### src/rtl/llc_pkg.sv
`default_nettype none

package llc_pkg;

  // Table geometry and field widths.
  localparam int LEVELS  = 8;
  localparam int LVL_W   = 3;
  localparam int ENTRY_W = 9;
  localparam int DUTY_W  = 8;
  localparam int FUNC_W  = 4;
  localparam int BAT_W   = 2;
  localparam int CIDX_W  = $clog2(LEVELS);

  localparam logic [LVL_W-1:0]   TOP_LVL  = LVL_W'(LEVELS - 1);
  localparam logic [ENTRY_W-1:0] END_MARK = '1;

  // Command codes.
  localparam logic [FUNC_W-1:0] FUNC_SET     = 4'd0;
  localparam logic [FUNC_W-1:0] FUNC_BLACK   = 4'd1;
  localparam logic [FUNC_W-1:0] FUNC_OFF     = 4'd2;
  localparam logic [FUNC_W-1:0] FUNC_LOW     = 4'd3;
  localparam logic [FUNC_W-1:0] FUNC_UP      = 4'd4;
  localparam logic [FUNC_W-1:0] FUNC_DOWN    = 4'd5;
  localparam logic [FUNC_W-1:0] FUNC_MAX     = 4'd6;
  localparam logic [FUNC_W-1:0] FUNC_RESTORE = 4'd7;
  localparam logic [FUNC_W-1:0] FUNC_STORE   = 4'd8;
  localparam logic [FUNC_W-1:0] FUNC_TOGGLE  = 4'd9;
  localparam logic [FUNC_W-1:0] FUNC_BATTERY = 4'd10;
  localparam logic [FUNC_W-1:0] FUNC_QUERY   = 4'd11;

  // Battery colors.
  localparam logic [BAT_W-1:0] BAT_GREEN  = 2'd0;
  localparam logic [BAT_W-1:0] BAT_ORANGE = 2'd1;
  localparam logic [BAT_W-1:0] BAT_RED    = 2'd2;
  localparam logic [BAT_W-1:0] BAT_BLACK  = 2'd3;

  // Fixed levels used by the direct commands.
  localparam logic [LVL_W-1:0] LVL_BLACK = 3'd0;
  localparam logic [LVL_W-1:0] LVL_OFF   = 3'd1;
  localparam logic [LVL_W-1:0] LVL_LOW   = 3'd2;

  typedef struct packed {
    logic [FUNC_W-1:0] func;
    logic [LVL_W-1:0]  new_level;
    logic [BAT_W-1:0]  battery_color;
  } in_item_t;

  typedef struct packed {
    logic [LVL_W-1:0]  level_index;
    logic [LVL_W-1:0]  previous_index;
    logic [DUTY_W-1:0] duty;
    logic              duty_written;
    logic [LVL_W-1:0]  max_allowed;
  } out_item_t;

  // Lookup request from the command logic to the level table.
  typedef struct packed {
    logic [LVL_W-1:0] lvl_sel;
    logic [BAT_W-1:0] battery;
  } tbl_req_t;

  // Lookup response: duty of the selected level and the allowed top level.
  typedef struct packed {
    logic [DUTY_W-1:0] duty;
    logic [LVL_W-1:0]  max_allowed;
  } tbl_rsp_t;

endpackage

`default_nettype wire

### src/rtl/llc_table.sv
`default_nettype none

module llc_table (
  input  wire logic                          clk,
  input  wire logic                          rst_n,
  input  wire logic                          wr_en,
  input  wire logic [llc_pkg::CIDX_W-1:0]    wr_index,
  input  wire logic [llc_pkg::ENTRY_W-1:0]   wr_data,
  input  wire llc_pkg::tbl_req_t             req,
  output llc_pkg::tbl_rsp_t                  rsp
);

  logic [llc_pkg::ENTRY_W-1:0] duty_r [llc_pkg::LEVELS];
  logic [llc_pkg::LVL_W-1:0]   top_lvl;
  logic [llc_pkg::LVL_W-1:0]   lvl_clamped;

  // Duty table registers; every entry resets to the end marker.
  always_ff @(posedge clk) begin
    if (!rst_n) begin
      for (int i = 0; i < llc_pkg::LEVELS; i++) begin
        duty_r[i] <= llc_pkg::END_MARK;
      end
    end else if (wr_en) begin
      duty_r[wr_index] <= wr_data;
    end
  end

  // Top level is one below the lowest end marker at position one or above.
  always_comb begin
    top_lvl = llc_pkg::TOP_LVL;
    for (int i = llc_pkg::LEVELS - 1; i > 0; i--) begin
      if (duty_r[i] == llc_pkg::END_MARK) begin
        top_lvl = llc_pkg::LVL_W'(i - 1);
      end
    end
  end

  // Allowed top level for the battery color, saturating at zero.
  always_comb begin
    case (req.battery)
      llc_pkg::BAT_GREEN:  rsp.max_allowed = top_lvl;
      llc_pkg::BAT_ORANGE: rsp.max_allowed = (top_lvl >= 3'd1) ? top_lvl - 3'd1 : '0;
      llc_pkg::BAT_RED:    rsp.max_allowed = (top_lvl >= 3'd2) ? top_lvl - 3'd2 : '0;
      default:             rsp.max_allowed = '0;
    endcase
  end

  // Duty lookup; a level past the table reads the last entry.
  assign lvl_clamped = ({1'b0, req.lvl_sel} >= (llc_pkg::LVL_W + 1)'(llc_pkg::LEVELS))
                       ? llc_pkg::TOP_LVL : req.lvl_sel;
  assign rsp.duty = duty_r[lvl_clamped][llc_pkg::DUTY_W-1:0];

endmodule

`default_nettype wire

### src/rtl/llc_exec.sv
`default_nettype none

module llc_exec (
  input  wire logic               clk,
  input  wire logic               rst_n,
  input  wire logic               fire,
  input  wire llc_pkg::in_item_t  item,
  output llc_pkg::tbl_req_t       req,
  input  wire llc_pkg::tbl_rsp_t  rsp,
  output llc_pkg::out_item_t      result
);

  logic [llc_pkg::LVL_W-1:0]  cur_r, cur_nxt;
  logic [llc_pkg::LVL_W-1:0]  sto_r, sto_nxt;
  logic [llc_pkg::BAT_W-1:0]  bat_r, bat_nxt;
  logic [llc_pkg::DUTY_W-1:0] duty_r, duty_nxt;
  logic                       apply_en;
  logic [llc_pkg::LVL_W-1:0]  apply_raw;
  logic [llc_pkg::LVL_W-1:0]  apply_lvl;
  logic [llc_pkg::LVL_W-1:0]  ma;

  // The battery command takes effect before the limit is evaluated.
  assign bat_nxt = (item.func == llc_pkg::FUNC_BATTERY) ? item.battery_color : bat_r;
  assign ma      = rsp.max_allowed;

  // Command decode: which level to apply and whether the stored level moves.
  always_comb begin
    apply_en  = 1'b0;
    apply_raw = cur_r;
    sto_nxt   = sto_r;
    case (item.func)
      llc_pkg::FUNC_SET: begin
        apply_en  = 1'b1;
        apply_raw = item.new_level;
      end
      llc_pkg::FUNC_BLACK: begin
        apply_en  = 1'b1;
        apply_raw = llc_pkg::LVL_BLACK;
      end
      llc_pkg::FUNC_OFF: begin
        apply_en  = 1'b1;
        apply_raw = llc_pkg::LVL_OFF;
      end
      llc_pkg::FUNC_LOW: begin
        apply_en  = 1'b1;
        apply_raw = llc_pkg::LVL_LOW;
      end
      llc_pkg::FUNC_UP: begin
        apply_en  = (cur_r < ma);
        apply_raw = cur_r + 3'd1;
      end
      llc_pkg::FUNC_DOWN: begin
        apply_en  = (cur_r > 3'd1);
        apply_raw = cur_r - 3'd1;
      end
      llc_pkg::FUNC_MAX: begin
        apply_en  = (cur_r != ma);
        apply_raw = ma;
      end
      llc_pkg::FUNC_RESTORE: begin
        apply_en  = (cur_r != sto_r);
        apply_raw = sto_r;
      end
      llc_pkg::FUNC_STORE: begin
        sto_nxt = cur_r;
      end
      llc_pkg::FUNC_TOGGLE: begin
        apply_en = 1'b1;
        if (cur_r >= ma) begin
          apply_raw = (ma < sto_r) ? ma : sto_r;
        end else begin
          sto_nxt   = cur_r;
          apply_raw = ma;
        end
      end
      llc_pkg::FUNC_BATTERY: begin
        apply_en  = (cur_r > ma);
        apply_raw = ma;
      end
      default: begin
        apply_en = 1'b0;
      end
    endcase
  end

  // Levels past the table clamp to the last level.
  assign apply_lvl = ({1'b0, apply_raw} >= (llc_pkg::LVL_W + 1)'(llc_pkg::LEVELS))
                     ? llc_pkg::TOP_LVL : apply_raw;

  assign req.lvl_sel = apply_lvl;
  assign req.battery = bat_nxt;

  assign cur_nxt  = apply_en ? apply_lvl : cur_r;
  assign duty_nxt = apply_en ? rsp.duty : duty_r;

  // Controller state advances once per executed command.
  always_ff @(posedge clk) begin
    if (!rst_n) begin
      cur_r  <= '0;
      sto_r  <= '0;
      bat_r  <= llc_pkg::BAT_GREEN;
      duty_r <= '0;
    end else if (fire) begin
      cur_r  <= cur_nxt;
      sto_r  <= sto_nxt;
      bat_r  <= bat_nxt;
      duty_r <= duty_nxt;
    end
  end

  assign result.level_index    = cur_nxt;
  assign result.previous_index = sto_nxt;
  assign result.duty           = duty_nxt;
  assign result.duty_written   = apply_en;
  assign result.max_allowed    = ma;

endmodule

`default_nettype wire

### src/rtl/led_level_controller.sv
// Channel   Direction  Handshake               Payload
// in_       input      in_valid / in_ready     in_data (func, new_level, battery_color)
// out_      output     out_valid / out_ready   out_data (level, previous, duty, strobe, limit)
// cfg_      input      cfg_valid / cfg_ready   cfg_index, cfg_data (duty table entry)
//
// One command is accepted per cycle unless the result stalls; its result passes through the
// input register, then the result register, before it is valid and can transfer out.
// The command decode and table lookup sit between the input and the result register.
// Reset is synchronous and active low; it clears the level state and fills the table
// with end markers. A stalled result holds the result register, the next command waits
// in the input register, and input ready drops once both are full. cfg_ready is always high.
`default_nettype none

module led_level_controller (
  input  wire logic                          clk,
  input  wire logic                          rst_n,
  input  wire logic                          in_valid,
  output logic                               in_ready,
  input  wire llc_pkg::in_item_t             in_data,
  output logic                               out_valid,
  input  wire logic                          out_ready,
  output llc_pkg::out_item_t                 out_data,
  input  wire logic                          cfg_valid,
  output logic                               cfg_ready,
  input  wire logic [llc_pkg::CIDX_W-1:0]    cfg_index,
  input  wire logic signed [llc_pkg::ENTRY_W-1:0] cfg_data
);

  logic               in_valid_r;
  llc_pkg::in_item_t  in_data_r;
  logic               out_valid_r;
  llc_pkg::out_item_t out_data_r;
  logic               fire;
  logic               in_xfer;
  llc_pkg::tbl_req_t  req;
  llc_pkg::tbl_rsp_t  rsp;
  llc_pkg::out_item_t result;

  // A held command executes when the result register is free or being drained.
  assign fire     = in_valid_r && (!out_valid_r || out_ready);
  assign in_ready = !in_valid_r || fire;
  assign in_xfer  = in_valid && in_ready;

  assign cfg_ready = 1'b1;

  // Input register.
  always_ff @(posedge clk) begin
    if (!rst_n) begin
      in_valid_r <= 1'b0;
    end else if (in_xfer) begin
      in_valid_r <= 1'b1;
    end else if (fire) begin
      in_valid_r <= 1'b0;
    end
  end

  always_ff @(posedge clk) begin
    if (in_xfer) begin
      in_data_r <= in_data;
    end
  end

  llc_table u_table (
    .clk      (clk),
    .rst_n    (rst_n),
    .wr_en    (cfg_valid && cfg_ready),
    .wr_index (cfg_index),
    .wr_data  (cfg_data),
    .req      (req),
    .rsp      (rsp)
  );

  llc_exec u_exec (
    .clk    (clk),
    .rst_n  (rst_n),
    .fire   (fire),
    .item   (in_data_r),
    .req    (req),
    .rsp    (rsp),
    .result (result)
  );

  // Result register.
  always_ff @(posedge clk) begin
    if (!rst_n) begin
      out_valid_r <= 1'b0;
    end else if (fire) begin
      out_valid_r <= 1'b1;
    end else if (out_ready) begin
      out_valid_r <= 1'b0;
    end
  end

  always_ff @(posedge clk) begin
    if (fire) begin
      out_data_r <= result;
    end
  end

  assign out_valid = out_valid_r;
  assign out_data  = out_data_r;

endmodule

`default_nettype wire

### config.mk
export PLATFORM = sky130hd
export DESIGN_NAME = led_level_controller
export DESIGN_NICKNAME = d
export VERILOG_FILES = /design/src/rtl/llc_pkg.sv /design/src/rtl/llc_table.sv /design/src/rtl/llc_exec.sv /design/src/rtl/led_level_controller.sv
export SDC_FILE = /design/constraint.sdc
export NUM_CORES = 1
export LEC_CHECK = 0
export BUFFER_PORTS_ARGS = -buffer_cell sky130_fd_sc_hd__buf_2
export CAP_MARGIN = 15
export CORE_MARGIN = 2
export CORE_UTILIZATION = 63
export CTS_BUF_LIST = sky130_fd_sc_hd__clkbuf_8
export CTS_CLUSTER_SIZE = 8
export DETAILED_ROUTE_END_ITERATION = 12
export PLACE_DENSITY = 0.8
export REMOVE_ABC_BUFFERS = 1
export SLEW_MARGIN = 20
export SYNTH_ARGS = -nofsm -noshare
export SYNTH_HDL_FRONTEND = slang
export SYNTH_SLANG_ARGS = --single-unit
### constraint.sdc
create_clock -name clk -period 6.2 [get_ports clk]
set_input_delay 0.31 -clock clk [delete_from_list [all_inputs] [get_ports clk]]
set_output_delay 0.31 -clock clk [all_outputs]
set_load 0.02 [all_outputs]
Word level (Yosys, flattened, before mapping)

Memory sizes are Yosys's and may differ from the RTL's.
Cells that the tools add are included.

Output and inout port bits: 21
Memories: 1
Register bits after elaboration: 45
Memory bits (writable): 72

Memory list:

| name           | words | width | read ports | clocked after Yosys merged registers in | wr ports | line            | text |
|---|---|---|---|---|---|---|---|
| u_table.duty_r | 8     | 9     | 8          | 0                                       | 8        | llc_table.sv:13 | `logic [llc_pkg::ENTRY_W-1:0] duty_r [llc_pkg::LEVELS];` |

Equal/unequal tests: 21
Reduce and logical (&&, ||, !) cells: 13
Mux-type cells: 30
Add/sub/neg operators: 4
$lt $le $gt $ge: 7

Operators by type and width:

| operator            | number |
|---|---|
| $eq 9x9->1 const B  | 7 |
| $mux 3              | 11 |
| $pmux 3 s9          | 1 |
| $eq 4x3->1 const B  | 4 |
| $eq 4x4->1 const B  | 3 |
| $mux 1              | 10 |
| $mux 9              | 1 |
| $pmux 3 s3          | 1 |
| $reduce_or 9->1     | 1 |
| $eq 4x2->1 const B  | 2 |
| $mux 8              | 1 |
| $lt 3x3->1          | 2 |
| $mux 2              | 3 |
| $ne 3x3->1          | 2 |
| $pmux 1 s6          | 1 |
| $pmux 3 s2          | 1 |
| $sub 3x1->3 const B | 2 |
| $reduce_or 5->1     | 1 |
| $eq 4x1->1 const B  | 1 |
| $logic_not 4->1     | 1 |
| $reduce_bool 2->1   | 2 |
| $add 3x1->3 const B | 1 |
| $ge 3x1->1 const B  | 1 |
| $ge 3x2->1 const B  | 1 |
| 11 further kinds    | 14 |

Longest topological paths before layout

Gate-level depths: netlist (run 1).
An unclocked memory read counts as a cell.

Depth after elaboration: 18
Mapped depth: 22
Mapped depth without buffers: 22

Hierarchy

From an unflattened synthesis (run 1), not the netlist that was laid out.

Cell total of the unflattened synthesis: 507
Area, all modules: 6183.4 µm²

Modules (own cells, without submodules):

| module               | cells an instance | area each (µm²) | instances |
|---|---|---|---|
| llc_table            | 261               | 3608.5          | 1 |
| llc_exec             | 208               | 1649.1          | 1 |
| led_level_controller | 38                | 925.9           | 1 |

Least setup slack after synthesis (run 1)

OpenSTA, ideal clock, no wires.

Path kind: flip-flop to flip-flop
Start point: memory u_table.duty_r[3][3] (netlist name)
End point: register out_data_r, in the netlist out_data[4] (data pin)
Setup slack: 0.976 ns
Data arrival time: 4.955 ns
Clock period less this slack: 5.224 ns
Setup time: 0.269 ns
Buffers on the path: 1
Cell stages (with the launch flop): 22
Data required time: 5.931 ns
Path through: edfxtp_1 -> nand2_1 -> or4_1 -> a21o_1 -> o21ai_4 -> inv_1 -> ha_1 -> nor4_1 -> nor3_2 -> and3b_1 -> a21oi_1 -> inv_1 -> ha_1 -> and3_1 -> a311o_1 -> or4_4 -> o2111ai_4 -> nor2_2 -> buf_6 -> mux2_4 -> o2bb2ai_1 -> o31ai_1

RTL lines:

| element                | line                       | text |
|---|---|---|
| start: declaration     | llc_table.sv:13            |  |
| end signal: assignment | led_level_controller.sv:96 | `out_data_r <= result;` |
| end: declaration       | led_level_controller.sv:32 | `llc_pkg::out_item_t out_data_r;` |

==> impl_metrics.ini, run 1 <==
[outcome]
status = completed

[timing]
rsz0062_at_grt = false
finClkSkew_ns = 0.0179
fin_setup_tns_ns = 0
slew_violations = 0
worst_pin_slew_ns = 0.990
hold_viol = 0
slew_headroom = 0.336
min_period_ns = 5.88
setup_violations = 0
period_share = 0.948
timing.hold.ws_ns = 0.0440
fmax_ghz = 0.170

[power_and_ir_drop]
total_power_uw = 1960
ir_drop_uv = 169
sw_frac_of_total = 0.279
power_frac_comb = 0.148
pwr-share-seq = 0.479
power_switching_uw = 547
pwr-share-clk = 0.373
power_density_mw_per_mm2 = 280
p_leak_uw = 0.00249
internal_power_uw = 1410

[synthesis]
ys.flop_type = edfxtp_1
ys_warn_count = 0
synth_area_leader_cell = edfxtp_1
avgSynthCellArea_um2 = 11.2
synth-seq-cells = 116
syn_area_mm2 = 0.00629
yosysUniqueCellTypes = 70
synth_cells = 561
synth_edf_count = 98
synth.top_cell.area_share = 0.468
async_reset_ff_frac = 0
ys_seq_area_frac = 0.525
synth_area_leaders = edfxtp_1, or3_1, dfxtp_1, mux2i_1, nand2_1

[place]
dp.cells = 708
routabilityCongestion = 0.982
hpwl_mm = 10.8
portBuffers = 45

[global_routing]
grt_start_max_net_pins = 32
antenna_found_initial = 0
gr-usage-all-layers = 0.286
grt_overflow = 0
grt_first_pass_wirelength_mm = 23.8
grt_pass1_vias = 4588

[routing]
wl_met3_mm = 1.17
drc = 0
wl_met2_mm = 7.47
wl_met1_mm = 5.81
drt-initial-drc-count = 357
ant_nets = 0
routed_wl_mm = 15.0
wl_per_cell_um = 20.3
viasPerCell = 6.41
drt_pass1_iterations = 6
vias = 4748
highest-signal-layer = met4

[cts]
tritoncts = done
htree_levels = 4
clock_latency_ns = 0.44
cts_buffer_depth = 2
cts_root_buf = clkbuf_8
post_cts_buffers = 0
cts_sinks = 116
cts_buffers = 17
clkTransAtPathRegs_ns = 0.08
cts_resized = 0
hold_buffers = 0

[die]
core_mm2 = 0.00973
dieHeight_um = 104
die_width_um = 104
rows = 36
start_util = 0.646
ios = 47
die_area_mm2 = 0.0108

[layout]
layout_commonest_cell = edfxtp_1
syn_to_final_growth_pct = 11.1
drive_gt1_frac = 0.212
stdcell_count = 741
layout.nets = 629
diodes = 0
layout_common_cells = edfxtp_1, or3_1, nand2_1, buf_2, mux2i_1

[worst_setup_path]
r2r-start = u_table.duty_r[3][7]$_SDFFCE_PN1P_
slowest_stage = or4_1
crit_fanout = 15
critPathRequiredTime_ns = 6.45
endpoint_kind = flip-flop
start_kind = flip-flop
path_class = reg2reg
path_cells = nand2_1 -> or4_1 -> a21o_1 -> o21ai_4 -> inv_1 -> ha_1 -> nor4_1 -> nor3_2 -> and3b_1 -> a21oi_1 -> inv_1 -> ha_1 -> and3_1 -> a311o_1 -> or4_4 -> o2111ai_4 -> nor2_4 -> mux2i_1 -> a22o_1 -> o31ai_1
cp.arrival_ns = 6.13
r2r_slack_ns = 0.32
crit_start = u_table.duty_r[3][7]$_SDFFCE_PN1P_
critPathMaxStageDelay_ns = 0.56

[min_path]
hp-class = in2reg
worstHoldStart = in_data[4]

[run]
drv_cap = 0
-- cell families (layout without fill, tap and decap cells) --
| family | Yosys count | in the layout | synth area share |
|---|---|---|---|
| and+or+nand+nor | 213 | 214 | 0.194 |
| buffers and inverters | 59 | 105 | 0.0416 |
| DFF | 116 | 116 | 0.525 |
| AOI/OAI and AO/OA | 116 | 116 | 0.138 |
| adders and majority gates | 8 | 8 | 0.0159 |
| other | 1 | 1 | 0.000596 |
| muxes | 43 | 43 | 0.0774 |
| xor gates and xnor gates | 5 | 5 | 0.00696 |
-- routing by layer --
metal | track usage | vias up
met2 | 0.480 | 249
li1 | - | 2206
met5 | 0 | -
met4 | 0.125 | 0
met1 | 0.358 | 2233
met3 | 0.0608 | 60
-- critical path: cells and delay by family, from the launching register on --
family          cells  cell delay (ns)
compound gates      7             2.06
fa+ha+maj           2             0.55
buf+inv             2             0.19
flops               1             0.36
mux                 1             0.23
simple gates        8             2.31
-- sequential cells by signal (all words and copies together) (netlist names) --
register	count
u_exec.sto_r	3
u_table.duty_r	71
u_exec.bat_r	2
in_data_r	9
in_valid_r	1
u_exec.duty_r	8
out_data	18
out_valid	1
u_exec.cur_r	3
-- final timing paths --
| path | end | cells after the start |
|---|---|---|
| worst max register to register | out_data[9]$_DFFE_PP_ | 20 |
| worst min register to register | u_exec.duty_r[0]$_SDFFE_PN0P_ | 2 |
| worst max-delay path | out_data[9]$_DFFE_PP_ | 20 |
| worst min-delay path | in_data_r[4]$_DFFE_PP_ | 1 |
-- power groups by stage --
stage / clock [uW] / combinational (uW) / sequential, uW
after floorplan: 0 / 186 / 951
after global placement: 0 / 273 / 951
after detailed placement: 0 / 280 / 953
after CTS: 734 / 281 / 936
after global routing: 772 / 314 / 942
final: 731 / 290 / 937
-- cell type report --
cell class,instances,area [um2]
Clock buffer,17,234
Clock inverter,15,183
Tap cell,133,166
Inverter,23,86.3
Multi-Input combinational cell,387,2760
Fill cell,686,2740
Timing Repair Buffer,50,263
Sequential cell,116,3300
-- synthesized netlist by cell type, types with 9 or more instances --
master,instances
or3_1,66
nand2_1,45
clkbuf_1,28
a21oi_1,13
o21ai_0,25
nand4_1,9
inv_1,23
mux2i_1,26
nand3_1,14
o31ai_1,10
nor2_1,15
dfxtp_1,18
or2_2,18
edfxtp_1,98
-- through the flow --
stage | utilization | cell area, um2 | worst slack (ns)
floorplan | - | 6110 | 0.354
global placement | 0.673 | 6550 | 0.415
detailed placement | 0.673 | 6550 | 0.156
CTS | 0.716 | 6970 | 0.122
global route | 0.718 | 6990 | 0.0336
finish | 0.718 | 6990 | 0.324
Power figures use the tool's default switching activity.
==> inputs of run 2 (changes only) <==
--- a/config.mk
+++ b/config.mk
@@ -5,6 +5,7 @@
 export SDC_FILE = /design/constraint.sdc
 export NUM_CORES = 1
 export LEC_CHECK = 0
+export ABC_AREA = 1
 export BUFFER_PORTS_ARGS = -buffer_cell sky130_fd_sc_hd__buf_2
 export CAP_MARGIN = 15
 export CORE_MARGIN = 2
==> run 2 against run 1 <==
Against the previous run:
- clock-buffer cell count stayed put
- clock power is 3.6% higher
- total power is 2.5% higher
- worst setup slack better by 1.6 ns
- sequential share of layout area is 0.22 points higher
- critical path type unchanged
- area after synthesis is 0.80% lower
- largest cell class unchanged
- core utilization hardly changed
- via count is 9.1% higher
- largest power group unchanged
==> impl_metrics.ini, run 2 <==
[routing]
ant_nets = 0
vias = 5178
viasPerCell = 5.56
drt-initial-drc-count = 360
routed_wl_mm = 15.8
drt_pass1_iterations = 5
wl_per_cell_um = 16.9
drc = 0

[min_path]
hp-class = in2reg

[cts]
clock_latency_ns = 0.46
cts_root_buf = clkbuf_8
htree_levels = 4
cts_resized = 0
cts_sinks = 116
clkTransAtPathRegs_ns = 0.07
hold_buffers = 0
post_cts_buffers = 0
cts_buffer_depth = 2
cts_buffers = 17
tritoncts = done

[global_routing]
gr-usage-all-layers = 0.310
antenna_found_initial = 0
grt_overflow = 0
grt_first_pass_wirelength_mm = 25.3
grt_pass1_vias = 5019
grt_start_max_net_pins = 35

[die]
die_area_mm2 = 0.0107
ios = 47
core_mm2 = 0.00968
die_width_um = 104
dieHeight_um = 104
rows = 36
start_util = 0.644

[run]
drv_cap = 0

[layout]
layout.nets = 820
largest-register = u_table.duty_r
syn_to_final_growth_pct = 11.5
diodes = 0
largest_reg_flops = 71
drive_gt1_frac = 0.140
n_fill_cell = 785
layout_common_cells = nand2_1, inv_1, edfxtp_1
layout_commonest_cell = nand2_1
design_area_mm2 = 0.00696

[timing]
setup_violations = 0
rsz0062_at_grt = false
period_share = 0.695
hold_viol = 0
fmax_ghz = 0.232
min_period_ns = 4.31
fin_setup_tns_ns = 0
worst_pin_slew_ns = 1.06
finClkSkew_ns = 0.00730
slew_headroom = 0.285
slew_violations = 0

[synthesis]
ys_warn_count = 0
avgSynthCellArea_um2 = 8.45
ys.flop_type = edfxtp_1
syn_area_mm2 = 0.00624
synth_edf_count = 98
synth_area_leaders = edfxtp_1, nand2_1, inv_1, dfxtp_1, nand3_1
synth.top_cell.area_share = 0.472
async_reset_ff_frac = 0
synth_most_common_cell = nand2_1
synth-seq-cells = 116
ys_seq_area_frac = 0.529
yosysUniqueCellTypes = 37
synth_common_cells = nand2_1, inv_1, edfxtp_1, nand3_1, nor2_1
synth_cells = 738
synth_area_leader_cell = edfxtp_1

[worst_setup_path]
path_class = reg2reg
critPathRequiredTime_ns = 6.60
cpMostUsedCell = nand2_1
slowest_stage = edfxtp_1
cp.arrival_ns = 4.71
endpoint_kind = flip-flop
start_kind = flip-flop
crit_fanout = 34
critPathMaxStageDelay_ns = 0.35

[place]
hpwl_mm = 11.3
portBuffers = 45
dpl_cell_area_mm2 = 0.00649
routabilityCongestion = 0.939

[outcome]
status = completed

[power_and_ir_drop]
p_leak_uw = 0.00312
power_density_mw_per_mm2 = 288
ir_drop_uv = 253
run 2: where the power goes:
part	total [uW]	leakage (uW)	internal, uW	switching [uW]
combinational	317	0.00180	92.8	224
sequential	933	0.00112	903	29.2
clock	757	0.000206	432	325
total	2010	0.00312	1430	578
run 2: final timing paths:
check,from,to,slack (ns),cells past startpoint
setup reg to reg,u_table.duty_r[6][6]$_SDFFCE_PN1P_,u_exec.duty_r[5]$_SDFFE_PN0P_,1.89,35
hold / removal,in_data[4],in_data_r[4]$_DFFE_PP_,0.02,1
setup / recovery,u_table.duty_r[6][6]$_SDFFCE_PN1P_,u_exec.duty_r[5]$_SDFFE_PN0P_,1.89,35
hold reg to reg,u_exec.bat_r[1]$_SDFFE_PN0P_,u_exec.bat_r[1]$_SDFFE_PN0P_,0.51,2
run 2: per-stage QoR:
stage	total power, uW	std cells	worst slack (ns)	utilization	hold WS [ns]
final	2010	932	1.89	0.718	0.0244
after global routing	2080	932	1.36	0.718	0.00431
after CTS	2000	928	1.93	0.714	0.00376
after detailed placement	1260	896	1.95	0.671	0.488
after global placement	1250	896	2.05	0.671	0.484
after floorplan	1160	718	2.72	-	0.409
run 2: final cells by class:
type,instances,area [um2],share of cell area
Clock inverter,15,186,0.0268
Sequential cell,116,3300,0.475
Multi-Input combinational cell,483,2360,0.339
Inverter,119,447,0.0642
Timing Repair Buffer,49,265,0.0381
Tap cell,133,166,0.0239
Clock buffer,17,234,0.0336
run 2: metal layers:
layer | GRT usage | vias to the layer above | part of all wire
met3 | 0.0837 | 41 | 0.063
li1 | - | 2491 | -
met1 | 0.379 | 2427 | 0.41
met5 | 0 | - | 0
met2 | 0.530 | 219 | 0.50
met4 | 0.113 | 0 | 0.024
run 2: logic make-up (layout without fill, tap and decap cells):
family	Yosys count	count (layout)	share of synthesized area
adder cells (fa/ha/maj)	8	8	0.0160
AO/OA/AOI/OAI	71	71	0.0690
buffers and inverters	139	200	0.0934
AND/OR/NAND/NOR	401	401	0.289
XOR/XNOR	2	2	0.00281
other	1	1	0.000601
flip-flops	116	116	0.529
run 2: critical path, delay by kind of cell (launching register included):
| kind | cells | cell delay (ns) |
|---|---|---|
| buffers and inverters | 4 | 0.24 |
| and+or+nand+nor | 27 | 3.05 |
| DFF | 1 | 0.35 |
| AOI/OAI and AO/OA | 2 | 0.19 |
| adders and majority gates | 2 | 0.43 |
